--- config.mk ---
export PLATFORM = sky130hd
export DESIGN_NAME = rip_relative_reference_scanner
export DESIGN_NICKNAME = d
export VERILOG_FILES = /design/src/hw/rtl/rrs_pkg.sv /design/src/hw/rtl/rip_relative_reference_scanner.sv /design/src/hw/rtl/rrs_window.sv /design/src/hw/rtl/rrs_match.sv
export SDC_FILE = /design/constraint.sdc
export NUM_CORES = 1
export LEC_CHECK = 0
export ABC_AREA = 1
export BUFFER_PORTS_ARGS = -buffer_cell sky130_fd_sc_hd__buf_2
export CORE_MARGIN = 2
export CORE_UTILIZATION = 56
export CTS_CLUSTER_DIAMETER = 40
export DETAILED_ROUTE_END_ITERATION = 10
export PLACE_DENSITY = 0.74
export SYNTH_ARGS = -nofsm -noshare
export SYNTH_HDL_FRONTEND = slang
export SYNTH_HIERARCHICAL = 1
export SYNTH_SLANG_ARGS = --single-unit
export TNS_END_PERCENT = 20
--- constraint.sdc ---
create_clock -name clk -period 16.19 [get_ports clk]
set_input_delay 0 -clock clk [delete_from_list [all_inputs] [get_ports clk]]
set_output_delay 0 -clock clk [all_outputs]
set_load 0.02 [all_outputs]
--- src/hw/rtl/rrs_pkg.sv ---
// ============================================================================
// rrs_pkg
// Shared types and opcode constants of the rip-relative reference scanner.
// ============================================================================
package rrs_pkg;

    localparam int ADDR_W = 64;
    localparam int BYTE_W = 8;
    localparam int CAND_BYTES = 8;
    localparam int WIN_BYTES = CAND_BYTES - 1;
    localparam int FILL_W = 3;

    // configuration register indexes
    localparam logic [1:0] REG_TARGET_ADDRESS = 2'd0;
    localparam logic [1:0] REG_SECTION_BASE = 2'd1;

    // opcode bytes
    localparam logic [7:0] OP_CALL = 8'hE8;
    localparam logic [7:0] OP_JMP = 8'hE9;
    localparam logic [7:0] PFX_REX_W = 8'h48;
    localparam logic [7:0] OP_MOV_LOAD = 8'h8B;
    localparam logic [7:0] OP_LEA = 8'h8D;
    localparam logic [7:0] OP_MOV_STORE = 8'h89;
    localparam logic [7:0] MODRM_MASK = 8'hC7;
    localparam logic [7:0] MODRM_RIP = 8'h05;

    localparam logic [ADDR_W-1:0] LEN_BRANCH = 64'd5;
    localparam logic [ADDR_W-1:0] LEN_MODRM = 64'd7;

    // one eight-byte candidate, byte 0 is the oldest
    typedef struct packed {
        logic [CAND_BYTES-1:0][BYTE_W-1:0] bytes;
        logic                              check;
    } cand_t;

endpackage

--- src/hw/rtl/rip_relative_reference_scanner.sv ---
// ============================================================================
// rip_relative_reference_scanner
// Scans a code byte stream for rip-relative calls, jumps, loads, leas and
// stores that reference target_address and reports the instruction address.
// ============================================================================
// path: a hit leaves through the candidate register, then the result
//   register, after the transfer of the candidate's eighth byte
// throughput: one byte per cycle; the input stalls only while a hit waits
//   in the candidate register behind a stalled result register
// reset: window, fill count, section offset, pipeline valids and both
//   configuration registers clear asynchronously on rst_n low
module rip_relative_reference_scanner #(
    parameter int OFFSET_BITS = 32
) (
    input  logic        clk,
    input  logic        rst_n,
    // configuration write port
    input  logic        cfg_write,
    input  logic [1:0]  cfg_index,
    input  logic [63:0] cfg_data,
    // byte input channel
    input  logic        in_valid,
    output logic        in_stall,
    input  logic [7:0]  code_byte,
    input  logic        section_end,
    // hit output channel
    output logic        out_valid,
    input  logic        out_stall,
    output logic [63:0] hit_address
);

    logic [rrs_pkg::ADDR_W-1:0] target_address_reg;
    logic [rrs_pkg::ADDR_W-1:0] section_base_reg;
    logic [rrs_pkg::ADDR_W-1:0] hit_address_reg, hit_address_next;
    logic                       out_valid_reg, out_valid_next;

    logic                       in_accept;
    logic                       s1_valid;
    logic                       s1_advance;
    rrs_pkg::cand_t             s1_cand;
    logic [OFFSET_BITS-1:0]     s1_off;
    logic                       s1_hit;
    logic [rrs_pkg::ADDR_W-1:0] s1_address;
    logic                       out_free;

    // configuration registers; the user writes them only while the scanner is idle, the block does not enforce it
    always_ff @(posedge clk or negedge rst_n)
    begin
        if (!rst_n)
        begin
            target_address_reg <= '0;
            section_base_reg <= '0;
        end
        else if (cfg_write)
        begin
            case (cfg_index)
                rrs_pkg::REG_TARGET_ADDRESS: target_address_reg <= cfg_data;
                rrs_pkg::REG_SECTION_BASE:   section_base_reg <= cfg_data;
                default: ;
            endcase
        end
    end

    // result register is free when empty or its transfer completes now
    assign out_free = !out_valid_reg || !out_stall;
    // a candidate without a hit never waits for the result register
    assign s1_advance = s1_valid && (!s1_hit || out_free);
    assign in_stall = s1_valid && !s1_advance;
    assign in_accept = in_valid && !in_stall;

    // window shift and candidate capture
    rrs_window #(
        .OFFSET_BITS(OFFSET_BITS)
    ) u_window (
        .clk        (clk),
        .rst_n      (rst_n),
        .accept     (in_accept),
        .code_byte  (code_byte),
        .section_end(section_end),
        .advance    (s1_advance),
        .cand_valid (s1_valid),
        .cand       (s1_cand),
        .cand_off   (s1_off)
    );

    // pattern decode plus address compare
    rrs_match #(
        .OFFSET_BITS(OFFSET_BITS)
    ) u_match (
        .cand          (s1_cand),
        .cand_off      (s1_off),
        .section_base  (section_base_reg),
        .target_address(target_address_reg),
        .hit           (s1_hit),
        .insn_address  (s1_address)
    );

    always_comb
    begin
        out_valid_next = out_valid_reg;
        hit_address_next = hit_address_reg;
        if (out_free)
        begin
            out_valid_next = s1_valid && s1_hit;
            hit_address_next = s1_address;
        end
    end

    always_ff @(posedge clk or negedge rst_n)
    begin
        if (!rst_n)
        begin
            out_valid_reg <= 1'b0;
        end
        else
        begin
            out_valid_reg <= out_valid_next;
        end
    end

    always_ff @(posedge clk)
    begin
        hit_address_reg <= hit_address_next;
    end

    assign out_valid = out_valid_reg;
    assign hit_address = hit_address_reg;

    // input only backs up behind a pending candidate
    assert property (@(posedge clk) disable iff (!rst_n)
        in_stall |-> (s1_valid && s1_hit && out_valid_reg && out_stall))
        else $error("input stall without a blocked hit");

    // a new result only comes from a hit candidate
    assert property (@(posedge clk) disable iff (!rst_n)
        $rose(out_valid) |-> $past(s1_valid && s1_hit))
        else $error("result appeared without a hit");

    // a completed result transfer with nothing behind it empties the register
    assert property (@(posedge clk) disable iff (!rst_n)
        (out_valid && !out_stall && !s1_valid) |=> !out_valid)
        else $error("result repeated after its transfer");

endmodule

--- src/hw/rtl/rrs_window.sv ---
// ============================================================================
// rrs_window
// Sliding byte window, section offset and the candidate register.
// ============================================================================
module rrs_window #(
    parameter int OFFSET_BITS = 32
) (
    input  logic                   clk,
    input  logic                   rst_n,
    input  logic                   accept,
    input  logic [7:0]             code_byte,
    input  logic                   section_end,
    input  logic                   advance,
    output logic                   cand_valid,
    output rrs_pkg::cand_t         cand,
    output logic [OFFSET_BITS-1:0] cand_off
);

    logic [rrs_pkg::WIN_BYTES-1:0][rrs_pkg::BYTE_W-1:0] win_reg, win_next;
    logic [rrs_pkg::FILL_W-1:0] fill_reg, fill_next;
    logic [OFFSET_BITS-1:0]     off_reg, off_next;
    logic                       cand_valid_reg, cand_valid_next;
    rrs_pkg::cand_t             cand_reg, cand_next;
    logic [OFFSET_BITS-1:0]     cand_off_reg, cand_off_next;
    logic                       full;

    assign full = (fill_reg == rrs_pkg::FILL_W'(rrs_pkg::WIN_BYTES));

    always_comb
    begin
        win_next = win_reg;
        fill_next = fill_reg;
        off_next = off_reg;
        cand_next = cand_reg;
        cand_off_next = cand_off_reg;
        cand_valid_next = cand_valid_reg;
        if (advance)
        begin
            cand_valid_next = 1'b0;
        end
        if (accept)
        begin
            cand_valid_next = 1'b1;
            cand_next.bytes = {code_byte, win_reg};
            cand_next.check = full;
            cand_off_next = off_reg - OFFSET_BITS'(rrs_pkg::WIN_BYTES);
            if (full)
            begin
                win_next = {code_byte, win_reg[rrs_pkg::WIN_BYTES-1:1]};
            end
            else
            begin
                for (int i = 0; i < rrs_pkg::WIN_BYTES; i++)
                begin
                    if (fill_reg == rrs_pkg::FILL_W'(i))
                    begin
                        win_next[i] = code_byte;
                    end
                end
                fill_next = fill_reg + rrs_pkg::FILL_W'(1);
            end
            off_next = off_reg + OFFSET_BITS'(1);
            // restart at the section boundary
            if (section_end)
            begin
                win_next = '0;
                fill_next = '0;
                off_next = '0;
            end
        end
    end

    always_ff @(posedge clk or negedge rst_n)
    begin
        if (!rst_n)
        begin
            win_reg <= '0;
            fill_reg <= '0;
            off_reg <= '0;
            cand_valid_reg <= 1'b0;
        end
        else
        begin
            win_reg <= win_next;
            fill_reg <= fill_next;
            off_reg <= off_next;
            cand_valid_reg <= cand_valid_next;
        end
    end

    always_ff @(posedge clk)
    begin
        cand_reg <= cand_next;
        cand_off_reg <= cand_off_next;
    end

    assign cand_valid = cand_valid_reg;
    assign cand = cand_reg;
    assign cand_off = cand_off_reg;

endmodule

--- src/hw/rtl/rrs_match.sv ---
// ============================================================================
// rrs_match
// Decodes one candidate and compares its reference target with the sought
// address.
// ============================================================================
module rrs_match #(
    parameter int OFFSET_BITS = 32
) (
    input  rrs_pkg::cand_t                 cand,
    input  logic [OFFSET_BITS-1:0]         cand_off,
    input  logic [rrs_pkg::ADDR_W-1:0]     section_base,
    input  logic [rrs_pkg::ADDR_W-1:0]     target_address,
    output logic                           hit,
    output logic [rrs_pkg::ADDR_W-1:0]     insn_address
);

    logic                          is_branch;
    logic                          is_modrm;
    logic [31:0]                   disp;
    logic [rrs_pkg::ADDR_W-1:0]    len;
    logic [rrs_pkg::ADDR_W-1:0]    ref_address;

    always_comb
    begin
        is_branch = (cand.bytes[0] == rrs_pkg::OP_CALL) ||
                    (cand.bytes[0] == rrs_pkg::OP_JMP);
        is_modrm = (cand.bytes[0] == rrs_pkg::PFX_REX_W) &&
                   ((cand.bytes[1] == rrs_pkg::OP_MOV_LOAD) ||
                    (cand.bytes[1] == rrs_pkg::OP_LEA) ||
                    (cand.bytes[1] == rrs_pkg::OP_MOV_STORE)) &&
                   ((cand.bytes[2] & rrs_pkg::MODRM_MASK) == rrs_pkg::MODRM_RIP);
        if (is_branch)
        begin
            disp = {cand.bytes[4], cand.bytes[3], cand.bytes[2], cand.bytes[1]};
            len = rrs_pkg::LEN_BRANCH;
        end
        else
        begin
            disp = {cand.bytes[6], cand.bytes[5], cand.bytes[4], cand.bytes[3]};
            len = rrs_pkg::LEN_MODRM;
        end
        insn_address = section_base +
                       {{(rrs_pkg::ADDR_W-OFFSET_BITS){1'b0}}, cand_off};
        ref_address = insn_address + len + {{32{disp[31]}}, disp};
        hit = cand.check && (is_branch || is_modrm) &&
              (ref_address == target_address);
    end

endmodule

==> results of run 1 <==
[worst paths after layout]
| kind | depth (start not counted) | to | slack [ns] |
|---|---|---|---|
| worst max-delay path | 39 | u_window/win_reg[49]$_DFFE_PN0P_ | 7.64 |
| min in group clk | 5 | target_address_reg[20]$_DFFE_PN0P_ | 0.11 |
| max in group asynchronous | 3 | u_window/win_reg[44]$_DFFE_PN0P_ | 14.72 |
| worst min register to register | 0 | u_window/cand[3]$_DFFE_PP_ | 0.45 |
| worst min-delay path | 2 | section_base_reg[44]$_DFFE_PN0P_ | 0.02 |
| worst max register to register | 39 | u_window/win_reg[49]$_DFFE_PN0P_ | 7.64 |
[per-stage QoR]
| stage | utilization | setup WS (ns) |
|---|---|---|
| 3_3_place_gp | 0.592 | 8.49 |
| 2_1_floorplan | - | 6.40 |
| 5_1_grt | 0.655 | 7.13 |
| 4_1_cts | 0.655 | 7.87 |
| 6_report | 0.655 | 7.64 |
| 3_5_place_dp | 0.592 | 8.29 |
[repair_timing]
| action | 4_1_cts | 5_1_grt |
|---|---|---|
| endpoints found under the hold margin | 289 | 0 |
| setup endpoints to repair | 0 | 0 |
| hold buffers | 86 | 0 |
[layout by cell type (no fill, tap or decap), types with 13 or more instances in the layout]
master,count
a21oi_1,128
a31oi_1,65
buf_2,143
clkbuf_16,57
dfrtp_1,221
dlygate4sd3_1,86
edfxtp_1,153
ha_1,163
inv_1,335
inv_6,13
nand2_1,963
nand2_2,27
nand3_1,189
nand4_1,105
nor2_1,333
nor3_1,32
nor4_1,17
o21ai_0,86
o21bai_1,13
xnor2_1,51
xor2_1,96
[area by class of cell]
| cell class | instances | area, µm² | share of cell area |
|---|---|---|---|
| Clock inverter | 34 | 378 | 0.0131 |
| Multi-Input combinational cell | 2409 | 13200 | 0.456 |
| Timing Repair Buffer | 242 | 1680 | 0.0581 |
| Tap cell | 592 | 741 | 0.0256 |
| Clock buffer | 72 | 1520 | 0.0526 |
| Sequential cell | 374 | 10100 | 0.350 |
| Inverter | 347 | 1300 | 0.0450 |
[power groups by stage]
stage               combinational, mW  sequential [mW]  clock [mW]
floorplan                        1.47             1.33           0
global route                     2.48             1.30        1.25
global placement                 2.18             1.30           0
CTS                              2.23             1.28        1.21
finish                           2.26             1.29        1.20
detailed placement               2.20             1.30           0
[routing by layer]
| layer | part of all wire | up-vias | track usage | routed length [µm] |
|---|---|---|---|---|
| met3 | 0.061 | 304 | 0.0499 | 5250 |
| met4 | 0.087 | 0 | 0.280 | 7500 |
| met2 | 0.48 | 1064 | 0.638 | 41200 |
| met5 | 0 | - | 0 | 0 |
| li1 | - | 11000 | - | - |
| met1 | 0.37 | 11100 | 0.427 | 32200 |
[critical path, delay by kind of cell (launching register included)]
family | cells | cell delay, ns
xor+xnor | 2 | 0.50
compound gates | 11 | 2.18
fa+ha+maj | 4 | 1.27
buf+inv | 5 | 1.72
simple gates | 17 | 2.39
flops | 1 | 0.36
==> flow_summary.json, run 1 <==
{
  "dpl_hpwl_um": 66500,
  "postRouteWirelength_um": 86200,
  "n_fill_cell": 3741,
  "number_of_cells_in_the_design_after_placement": 3878,
  "clockRootBuffer": "clkbuf_16",
  "timing.final.crit_period_ns": 8.55,
  "drv_slew": 0,
  "grt_setup_unrepaired": "no",
  "design_area_um2": 29000,
  "power.static_leakage_nw": 14.0,
  "grt_antenna_before_repair": 0,
  "setup_viol": 0,
  "fin_nets": 3676,
  "syn-mean-instance-area_um2": 7.81,
  "worst_hold_slack_ns": 0.0151,
  "cellInternalPower_mw": 2.61,
  "grt_start_max_net_pins": 101,
  "initialDrtViolationCount": 1939,
  "cts_repair_resize_count": 0,
  "die-area_um2": 46400,
  "powerDensity_nw_per_um2": 164,
  "part_of_the_cycle_the_worst_path_needs": 0.528,
  "timing.critical_path.slowest_cell_delay_ns": 0.76,
  "critPathLaunch": "section_base_reg[0]$_DFFE_PN0P_",
  "timing.max_cap.violations": 0,
  "share_comb_of_total_power": 0.476,
  "die_x_um": 216,
  "grt_remaining_overflow": 0,
  "total_power_mw": 4.75,
  "critPathLaunchType": "register",
  "dr.pass1.iters": 6,
  "cts_tree": "built",
  "path_class": "reg -> reg",
  "detail_route.vias_per_cell": 5.78,
  "critical_path.slowest_cell": "nor2_1",
  "num_vias": 23500,
  "synthesis.yosys.warnings": 6,
  "stdcell_count": 4070,
  "dominant_cell_type_by_count_on_the_critical_path": "nand2_1",
  "grtUsageTotal": 0.373,
  "floorplan.io_pins": 146,
  "io_buffers": 145,
  "status": "finished, final reports clean",
  "areaGrowthSynthToFinish_pct": 15.6,
  "power.net_switching_mw": 2.14,
  "cts_htree_levels": 2,
  "clkSinkCount": 374,
  "synthesized_instance_count": 3209,
  "number_of_global_route_vias_before_repair": 23500,
  "final_weighted_congestion_in_routability_driven_placement": 0.999,
  "clk_latency_ns": 0.63,
  "critical_path.max_fanout": 55,
  "numCtsBuffers": 56,
  "cp-end-kind": "register",
  "route.detailed.wl_per_inst_um": 21.2,
  "worst_ir_drop_vdd_v": 0.000115,
  "insertedDiodeCount": 0,
  "path_clk_slew_ns": 0.06,
  "syn_nets": 3455,
  "switching_share": 0.451,
  "synth.cell_area_um2": 25100,
  "postCtsSetupRepairBufs": 0,
  "final-hold-violation-count": 0,
  "cp.arrival_ns": 9.12,
  "postPlaceCellArea_um2": 26200,
  "power_frac_seq": 0.271,
  "final_layout_size_suffix_gt1_frac": 0.107,
  "die_y_um": 216,
  "tightest_slew_ns": 1.19,
  "timing.slew.headroom": 0.203,
  "cts_buffer_depth": 3,
  "worst_clock_skew_ns": 0.0393,
  "power_frac_clock": 0.253,
  "global_route_wire_length_before_repair_um": 132000,
  "floorplan.rows": 77,
  "achievable-frequency_ghz": 0.117,
  "core-area_um2": 44200,
  "hold_class": "in -> async",
  "drc": 0,
  "worstReg2RegStart": "section_base_reg[0]$_DFFE_PN0P_",
  "final_antenna_net_count": 0,
  "start_util": 0.567,
  "fin_tns_setup_ns": 0,
  "critical_path_required_ns": 16.75
}
No activity file was read; power rests on OpenSTA's default activity.
==> inputs of run 2 (changes only) <==
Settings changed: PLACE_DENSITY 0.74 to 0.77.
Clock period 16.19 ns to 7.35 ns, I/O delays scaled along.
==> run 2 against run 1 <==
Compared with the run above: the flow now finishes with violations (hold timing); routed wire length fell by 1.5%; via count fell by 0.60%; fmax increased by 23%; total power rose by 120%; cell count about the same; first-iteration DRC count increased by 20%; sequential power grew 120%; critical path type unchanged; largest cell class unchanged; highest routed layer is now met5.
==> flow_summary.json, run 2 (synthesis results as in run 1) <==
{
  "critPathLaunch": "u_window/cand_off[24]$_DFFE_PP_",
  "largest_delay_contributor_family_on_the_critical_path": "simple AND/OR/NAND/NOR gates",
  "clk_latency_ns": 0.62,
  "final_weighted_congestion_in_routability_driven_placement": 1.01,
  "grt_antenna_before_repair": 2,
  "cts_htree_levels": 2,
  "floorplan.io_pins": 146,
  "finalCoreUtilization": 0.658,
  "cp.arrival_ns": 7.44,
  "numCtsBuffers": 55,
  "part_of_the_cycle_the_worst_path_needs": 0.945,
  "clockRootBuffer": "clkbuf_16",
  "fin_nets": 3681,
  "dr.pass1.iters": 6,
  "die-area_um2": 46400,
  "worst_ir_drop_vdd_v": 0.000232,
  "die_y_um": 216,
  "start_util": 0.567,
  "layout.cells.most_common": "nand2_1",
  "grt_remaining_overflow": 0,
  "initialDrtViolationCount": 2321,
  "timing.max_cap.violations": 0,
  "drv_slew": 0,
  "route.detailed.wl_per_inst_um": 20.8,
  "cp-end-kind": "register",
  "grtUsageTotal": 0.365,
  "num_vias": 23400,
  "critical_path.max_fanout": 41,
  "grt_start_max_net_pins": 88,
  "die_x_um": 216,
  "path_clk_slew_ns": 0.06,
  "power_frac_clock": 0.258,
  "top_library_cells_by_usage_in_the_layout_fill_and_taps_aside": "nand2_1, inv_1, nor2_1, dfrtp_1, nand3_1",
  "hold_class": "in -> async",
  "timing.slew.headroom": 0.188,
  "grt_setup_unrepaired": "yes",
  "insertedDiodeCount": 0,
  "status": "complete, but fails checks",
  "critical_path.slowest_cell": "edfxtp_1",
  "setup_viol": 0,
  "powerDensity_nw_per_um2": 362,
  "global_route_wire_length_before_repair_um": 130000,
  "power_frac_seq": 0.270,
  "share_comb_of_total_power": 0.472,
  "worst_hold_slack_ns": -0.0268,
  "violations": "hold timing",
  "cellInternalPower_mw": 5.80,
  "areaGrowthSynthToFinish_pct": 16.1,
  "critical_path_required_ns": 7.84,
  "drc": 0,
  "timing.final.crit_period_ns": 6.95,
  "floorplan.rows": 77,
  "cts_tree": "built",
  "power.static_leakage_nw": 14.1,
  "cts_buffer_depth": 3,
  "io_buffers": 145,
  "dpl_hpwl_um": 65400,
  "final_layout_size_suffix_gt1_frac": 0.115,
  "n_fill_cell": 3698,
  "achievable-frequency_ghz": 0.144,
  "critPathBufInv": 5,
  "final_antenna_net_count": 0,
  "path_class": "reg -> reg",
  "timing.critical_path.slowest_cell_delay_ns": 0.43,
  "worst_clock_skew_ns": 0.0430,
  "critPathLaunchType": "register",
  "tightest_slew_ns": 1.21,
  "postCtsSetupRepairBufs": 0,
  "number_of_global_route_vias_before_repair": 23300,
  "dominant_cell_type_by_count_on_the_critical_path": "nand2_1",
  "postRouteWirelength_um": 84900,
  "switching_share": 0.450,
  "power.net_switching_mw": 4.74,
  "detail_route.vias_per_cell": 5.74,
  "final-hold-violation-count": 11,
  "worstReg2RegStart": "u_window/cand_off[24]$_DFFE_PP_",
  "clkSinkCount": 374,
  "core-area_um2": 44200
}
==> run 2: changes by cell type in the layout (fill, tap and decap cells not counted), sizes merged <==
cell,before,now
buf,156,166
clkinv,13,9
inv,363,371
bufinv,2,5
dlygate4sd3,86,82
clkinvlp,3,4
clkbuf,72,61
==> run 2: what timing repair did <==
| item | in CTS | in global routing |
|---|---|---|
| hold endpoints to repair | 289 | 0 |
| endpoints found under the setup margin | 0 | 182 |
| hold buffers | 82 | 0 |
| resized for setup | 0 | 15 |
==> run 2: metal layers <==
| layer | vias to the layer above | part of all wire | global-route usage |
|---|---|---|---|
| li1 | 11100 | - | - |
| met1 | 10900 | 0.37 | 0.419 |
| met2 | 1087 | 0.47 | 0.616 |
| met3 | 306 | 0.064 | 0.0530 |
| met4 | 2 | 0.089 | 0.281 |
| met5 | - | 0.00013 | 0 |
==> run 2: worst paths after layout <==
check / slack [ns] / end / depth (start not counted)
max: 0.40 / u_window/off_reg[31]$_DFFE_PN0P_ / 39
min: -0.03 / section_base_reg[40]$_DFFE_PN0P_ / 2
max in group asynchronous: 5.83 / target_address_reg[25]$_DFFE_PN0P_ / 3
max reg2reg: 0.40 / u_window/off_reg[31]$_DFFE_PN0P_ / 39
min reg2reg: 0.45 / u_window/cand[8]$_DFFE_PP_ / 0
min in group clk: 0.12 / target_address_reg[36]$_DFFE_PN0P_ / 5
==> run 2: worst register-to-register path, delay by kind of cell, from the launching register on <==
family / cells / cell delay [ns]
and+or+nand+nor: 22 / 2.59
DFF: 1 / 0.43
buffers and inverters: 5 / 0.73
AOI/OAI and AO/OA: 7 / 1.42
xor gates and xnor gates: 2 / 0.57
adders and majority gates: 3 / 1.09
==> run 2: per-stage QoR <==
stage	power (mW)	setup TNS (ns)	area (µm²)	setup slack, ns	std cells
after global placement	7.63	0	26300	0.184	3888
after CTS	10.5	0	29000	0.0806	4073
after floorplan	6.17	0	25100	0.383	3209
after detailed placement	7.69	0	26300	0.145	3888
final	10.5	0	29100	0.403	4073
after global routing	11.2	-0.0137	29100	-0.00918	4073
==> run 2: final cells by class <==
type,count,area (µm²),area share
multi-input combinational,2409,13300,0.456
sequential,374,10100,0.348
timing repair buffer,248,1730,0.0596
clock buffer,61,1410,0.0484
inverter,347,1300,0.0448
tap,592,741,0.0255
clock inverter,42,514,0.0177
==> run 2: power groups by stage <==
stage | clock [mW] | sequential, mW | combinational, mW
global route | 2.83 | 2.87 | 5.45
global placement | 0 | 2.86 | 4.77
floorplan | 0 | 2.92 | 3.24
CTS | 2.75 | 2.84 | 4.89
detailed placement | 0 | 2.87 | 4.82
finish | 2.72 | 2.85 | 4.98
